File: src/rtl/cramt_pkg.sv
package cramt_pkg;

   localparam int DEFAULT_MAX_ELEMENTS = 1024;

   localparam int VALUE_W = 64;
   localparam int POS_W   = 10;
   localparam int COUNT_W = 11;
   localparam int ACT_W   = 2;

   localparam logic [ACT_W-1:0] ACT_LOAD = 2'd0;
   localparam logic [ACT_W-1:0] ACT_ADD  = 2'd1;
   localparam logic [ACT_W-1:0] ACT_MIN  = 2'd2;
   localparam logic [ACT_W-1:0] ACT_NONE = 2'd3;

   localparam logic [VALUE_W-1:0] MIN_IDENTITY = 64'h7FFF_FFFF_FFFF_FFFF;

   typedef struct packed {
      logic latch;
      logic pass_init;
      logic pass_sel;
      logic node_settle;
      logic child_rd;
      logic child_rd_sel;
      logic child_wr;
      logic child_wr_sel;
      logic descend;
      logic to_right;
      logic merge_pop;
      logic pop;
      logic out_load;
      logic clear_step;
   } cmd_type;

   typedef struct packed {
      logic             need_child;
      logic             part;
      logic             stack_empty;
      logic             top_right;
      logic             wrap;
      logic [ACT_W-1:0] act;
      logic             out_full;
      logic             clear_last;
   } status_type;

   function automatic logic [VALUE_W-1:0] smin(input logic [VALUE_W-1:0] a,
                                               input logic [VALUE_W-1:0] b);
      return ($signed(a) < $signed(b)) ? a : b;
   endfunction

endpackage

File: src/rtl/cramt_ctrl.sv
module cramt_ctrl (
   input  logic                          clock,
   input  logic                          reset,
   input  logic                          req_valid,
   input  logic [cramt_pkg::ACT_W-1:0]   req_action,
   output logic                          req_ready,
   input  logic                          csr_fire,
   input  cramt_pkg::status_type         status,
   output cramt_pkg::cmd_type            cmd
);
   import cramt_pkg::*;

   localparam logic [3:0] S_IDLE  = 4'd0;
   localparam logic [3:0] S_CLEAR = 4'd1;
   localparam logic [3:0] S_START = 4'd2;
   localparam logic [3:0] S_RD    = 4'd3;
   localparam logic [3:0] S_SET   = 4'd4;
   localparam logic [3:0] S_CRD0  = 4'd5;
   localparam logic [3:0] S_CWR0  = 4'd6;
   localparam logic [3:0] S_CWR1  = 4'd7;
   localparam logic [3:0] S_NEXT  = 4'd8;
   localparam logic [3:0] S_RET   = 4'd9;
   localparam logic [3:0] S_OUT   = 4'd10;

   logic [3:0] state_ff, state_in;
   logic       second_ff, second_in;

   assign req_ready = (state_ff == S_IDLE) && !csr_fire;

   always_comb begin
      state_in  = state_ff;
      second_in = second_ff;
      cmd       = '0;
      case (state_ff)
         S_IDLE: begin
            second_in = 1'b0;
            if (req_valid && req_ready) begin
               cmd.latch = 1'b1;
               if (req_action != ACT_NONE) state_in = S_START;
            end
         end
         S_CLEAR: begin
            cmd.clear_step = 1'b1;
            if (status.clear_last) state_in = S_IDLE;
         end
         S_START: begin
            cmd.pass_init = 1'b1;
            cmd.pass_sel  = second_ff;
            state_in      = S_RD;
         end
         S_RD: begin
            state_in = S_SET;   // memory read of the current node
         end
         S_SET: begin
            cmd.node_settle = 1'b1;
            state_in = status.need_child ? S_CRD0 : S_NEXT;
         end
         S_CRD0: begin
            cmd.child_rd     = 1'b1;
            cmd.child_rd_sel = 1'b0;
            state_in         = S_CWR0;
         end
         S_CWR0: begin
            cmd.child_wr     = 1'b1;
            cmd.child_wr_sel = 1'b0;
            cmd.child_rd     = 1'b1;
            cmd.child_rd_sel = 1'b1;
            state_in         = S_CWR1;
         end
         S_CWR1: begin
            cmd.child_wr     = 1'b1;
            cmd.child_wr_sel = 1'b1;
            state_in         = S_NEXT;
         end
         S_NEXT: begin
            if (status.part) begin
               cmd.descend = 1'b1;
               state_in    = S_RD;
            end else begin
               state_in = S_RET;
            end
         end
         S_RET: begin
            if (status.stack_empty) begin
               if ((status.act == ACT_ADD || status.act == ACT_MIN) && status.wrap &&
                   !second_ff) begin
                  second_in = 1'b1;
                  state_in  = S_START;
               end else begin
                  second_in = 1'b0;
                  state_in  = (status.act == ACT_MIN) ? S_OUT : S_IDLE;
               end
            end else if (!status.top_right) begin
               cmd.to_right = 1'b1;
               state_in     = S_RD;
            end else if (status.act == ACT_MIN) begin
               cmd.pop = 1'b1;
            end else begin
               cmd.merge_pop = 1'b1;
            end
         end
         S_OUT: begin
            if (!status.out_full) begin
               cmd.out_load = 1'b1;
               state_in     = S_IDLE;
            end
         end
         default: state_in = S_IDLE;
      endcase
      if (csr_fire) state_in = S_CLEAR;
   end

   always_ff @(posedge clock) begin
      if (reset) begin
         state_ff  <= S_CLEAR;
         second_ff <= 1'b0;
      end else begin
         state_ff  <= state_in;
         second_ff <= second_in;
      end
   end

endmodule

File: config.mk
export PLATFORM = sky130hd
export DESIGN_NAME = cramt_ctrl
export DESIGN_NICKNAME = d
export VERILOG_FILES = /design/src/rtl/cramt_pkg.sv /design/src/rtl/cramt_ctrl.sv
export SDC_FILE = /design/constraint.sdc
export NUM_CORES = 1
export LEC_CHECK = 0
export ABC_AREA = 1
export BUFFER_PORTS_ARGS = -buffer_cell sky130_fd_sc_hd__buf_2
export CORE_AREA = 2 2 39 41
export CTS_CLUSTER_DIAMETER = 40
export DETAILED_ROUTE_END_ITERATION = 16
export DIE_AREA = 0 0 41 43
export PLACE_DENSITY = 0.83
export SLEW_MARGIN = 10
export SYNTH_ARGS = -nofsm -noshare
export SYNTH_HDL_FRONTEND = slang
export SYNTH_SLANG_ARGS = --single-unit
File: constraint.sdc
create_clock -name clock -period 2.15 [get_ports clock]
set_input_delay 0 -clock clock [delete_from_list [all_inputs] [get_ports clock]]
set_output_delay 0 -clock clock [all_outputs]
set_load 0.01 [all_outputs]
; Word level (Yosys, flattened, before mapping)
; Index checks and enable logic that the tools add are counted.
[word_totals]
regBits = 5
input_bits = 15
[op_classes]
eq_ne = 19
n_mux = 31
reduce_logical = 12
[op_table]
columns = operator, count
row1 = case mux 4 bit (11 select lines), 1
row2 = 2-to-1 mux 4 bit, 10
row3 = "equality test 4 x 3 -> 1 bit, second input constant", 4
row4 = 2-to-1 mux 1 bit, 13
row5 = "equality test 4 bit, second input constant", 3
row6 = "equality test 4 x 2 -> 1 bit, second input constant", 2
row7 = "inequality test 2 bit, second input constant", 4
row8 = case mux 2 bit (2 select lines), 2
row9 = 2-to-1 mux 3 bit, 2
row10 = AND reduction 5 bit, 1
row11 = "equality test 4 x 1 -> 1 bit, second input constant", 1
row12 = logical AND 1 bit, 4
row13 = zero test 4 bit, 1
row14 = 2-to-1 mux 2 bit, 2
row15 = "inequality test 2 x 1 -> 1 bit, second input constant", 2
row16 = "inequality test 3 bit, second input constant", 1
row17 = "equality test 2 x 1 -> 1 bit, second input constant", 1
row18 = "equality test 2 bit, second input constant", 1
row19 = zero test 1 bit, 2
row20 = case mux 1 bit (2 select lines), 1
row21 = AND reduction 2 bit, 1
row22 = nonzero test 2 bit, 1
row23 = OR reduction 2 bit, 1
row24 = logical OR 1 bit, 1

; Depth between registers and ports, before layout
[logic_depth]
word_depth = 7
mapped_depth = 9

; Worst setup path after synthesis
; No wires, ideal clock.
[synth_timing]
path_type = reg-to-reg
from = register state_ff[0]
to = register second_ff
arrival_ns = 0.977
required_time_ns = 2.034
setup_slack_ns = 1.057
path_stages_with_launch = 8
path_cell_list = dfxtp_1 inv_2 nor2_2 nand2_1 o21ai_1 o21ai_1 o21ai_0 nor2_1
[synth_between]
elab_chain_len = 3
word_cells_on_any_way = 6
classes_between = eq/ne: 2 / mux: 1 / reduce/logical: 3
[synth_lines]
columns = element, line_no
row1 = start: declaration, cramt_ctrl.sv:25  ; logic [3:0] state_ff, state_in;
row2 = start signal: assignment, cramt_ctrl.sv:118  ; state_ff <= state_in;
row3 = equality test 4 bit or zero test 4 bit (tied branches), cramt_ctrl.sv:34  ; case (state_ff)
row4 = inequality test 2 bit (no source line) or nonzero test 2 bit (tied branches), n/a
row5 = AND reduction 2 bit (no source line), n/a
row6 = end signal: assignment, cramt_ctrl.sv:119  ; second_ff <= second_in;
row7 = end: declaration, cramt_ctrl.sv:26  ; logic second_ff, second_in;
; Several ways; a longest one is shown, not always the timed one.
; A chain may end at the register's enable or synchronous reset.

==> flow_summary.toml <==
[routing]
drc = 0
drt-pass1-iter-count = 4
drtIter0Drc = 12
avgRoutedWirePerCell_um = 9.72
route.vias.total = 682
wl_mm = 1.40
ant_nets = 0
viasPerCell = 4.74

[clock_network]
cts_root_buf = "clkbuf_4"
clock_sinks = 5
clk_pin_slew_worst_paths_ps = 40
clk_latency_ps = 230
cts_buffers = 3
cts_setup_buffers = 0
clk_path_buf_depth = 2
ctsHoldBuffers = 1
cts_tree = "built"
htreeDepth = 1
ctsResizeCount = 0

[logic_synthesis]
yosys.area_share.simple = 0.543
synth.net_count = 110
synthAdderAreaFrac = 0.0243
yosys.cell_types.count = 20
yosysWarnings = 0
ys_ff_latch = 5
syn_inst = 94
synth-compound-area-share = 0.0998
synth_xor_area_frac = 0
syn_area_um2 = 514
synth_mux_area_frac = 0
ys_seq_area_frac = 0.195
synth.avg_cell_area_um2 = 5.47
synth_top_family_by_area = "simple AND/OR/NAND/NOR gates"

[global_routing]
grt_pass1_wl_mm = 2.17
grt_use_met1 = 0.203
grt_usage = 0.176
grt_max_degree = 8
use_met2 = 0.306
grt_busiest_layer = "met2"
grt_pass1_vias = 604
use_met3 = 0.0314
antenna_found_initial = 0
gr-total-overflow = 0

[sta]
fin_skew_ps = 0.659
setup_tns_ps = 0
worst_slew_pin_slew_ps = 312
finalSetupViolCount = 0
maxSlewHeadroom = 0.791
hold_violations = 0
slew_viol_final = 0
clock.fmax_mhz = 759
hold_slack_ps = 95.4
setup_ws_ps = 833
min_period_ps = 1320
min_period_over_period = 0.612
rsz0062_at_grt = "no"

[pwr]
peakVddDrop_mv = 0.217
pwr-share-clk = 0.379
power_frac_comb = 0.255
p_sw_uw = 84.1
switching_share = 0.299
seq_power_share = 0.366
intPower_uw = 197
power_density_nw_per_um2 = 392
p_leak_uw = 0.000459

[die]
core_um2 = 1380
row_count = 14
pin_count = 30
die_w_um = 41
start_util = 0.372
die_h_um = 43
die-area_um2 = 1760

[critical_path]
worstPathMaxFanout = 5
r2r_start = "state_ff[0]"
worstReg2RegEnd = "second_ff"
r2r_slack_ps = 900
required_ps = 2150
worst_setup_path_end_kind = "output port"
start_kind = "flip-flop"
critical_path_class = "reg2out"
rr_worst_depth = 7
worstPathArrival_ps = 1320

[hold_path]
whs_path_depth = 4
hp-class = "in2reg"
hold_start = "csr_fire"
min_to = "state_ff[3]"

[final_layout]
drive_above_1_share = 0.328
diodes = 0
area_growth_pct = 39.2
final_cells = 144
final_common_cell = "buf_2"
num-nets-final = 145
mostFrequentLayoutCells = "29 x buf_2, 21 x nor2_1, 19 x nand2_1"

[place]
numPortBuffers = 29
pre_cts_ws_ps = 939
dp_hpwl_mm = 1.21
globalplace.congestion = 0.831
dpl.cell_count = 139

[run]
max-cap-violations = 0

[outcome]
outcome = "finished clean"
==> flip-flops by register name (all words and copies together), names as in the netlist <==
signal	cells
second_ff	1
state_ff	4
==> routing by layer <==
metal,wire length [um],vias to the layer above
li1,-,366
met4,0,0
met1,561,297
met3,81,0
met2,757,19
met5,0,-
==> stage by stage <==
step | utilization | area [um^2] | power [uW]
global route | 0.517 | 716 | 304
finish | 0.517 | 716 | 281
CTS | 0.517 | 716 | 285
floorplan | - | 514 | 146
detailed placement | 0.491 | 679 | 174
global placement | 0.491 | 679 | 172
==> area by class of cell <==
| class | count | area, um^2 |
|---|---|---|
| Tap cell | 16 | 20.0 |
| Inverter | 19 | 71.3 |
| Multi-Input combinational cell | 70 | 343 |
| Clock buffer | 4 | 26.3 |
| Sequential cell | 5 | 100 |
| Fill cell | 150 | 668 |
| Timing Repair Buffer | 30 | 155 |
==> cell usage after synthesis (all sizes together) <==
cell    number  area, um^2
o211ai       2        15.0
nor3         3        15.0
a21o         1        7.51
nand3b       1        7.51
and3         1        6.26
o21ai        4        20.0
dfxtp        5         100
nand2       20        77.6
inv         19        71.3
a21oi        1        8.76
ha           1        12.5
nor2        25         109
nand4        3        18.8
nand3        8        45.0
==> power by group through the flow <==
stage	Combinational (uW)	Clock [uW]	Sequential, uW
2_1_floorplan	43.2	0	103
3_3_place_gp	68.0	0	104
3_5_place_dp	69.8	0	104
4_1_cts	71.6	111	102
5_1_grt	81.9	119	103
6_report	71.7	106	103
==> worst max-delay path: stages, from the launching register on <==
cell	delay (ps)
dfxtp_1	350
nor2_1	290
nand2_1	140
nor3_1	140
buf_2	150
==> worst max-delay path by stage <==
stage	from	to
2_1_floorplan	state_ff[0]	second_ff
3_3_place_gp	state_ff[0]	second_ff
3_5_place_dp	state_ff[0]	second_ff
4_1_cts	state_ff[1]	cmd[13]
5_1_grt	state_ff[1]	cmd[13]
6_report	state_ff[1]	cmd[13]
==> cells by family (layout without fill, tap and decap cells) <==
family / after synthesis / count (layout)
fa+ha+maj: 1 / 1
simple gates: 61 / 61
buf+inv: 19 / 53
flops: 5 / 5
compound gates: 8 / 8
(Power assumes the default switching activity.)
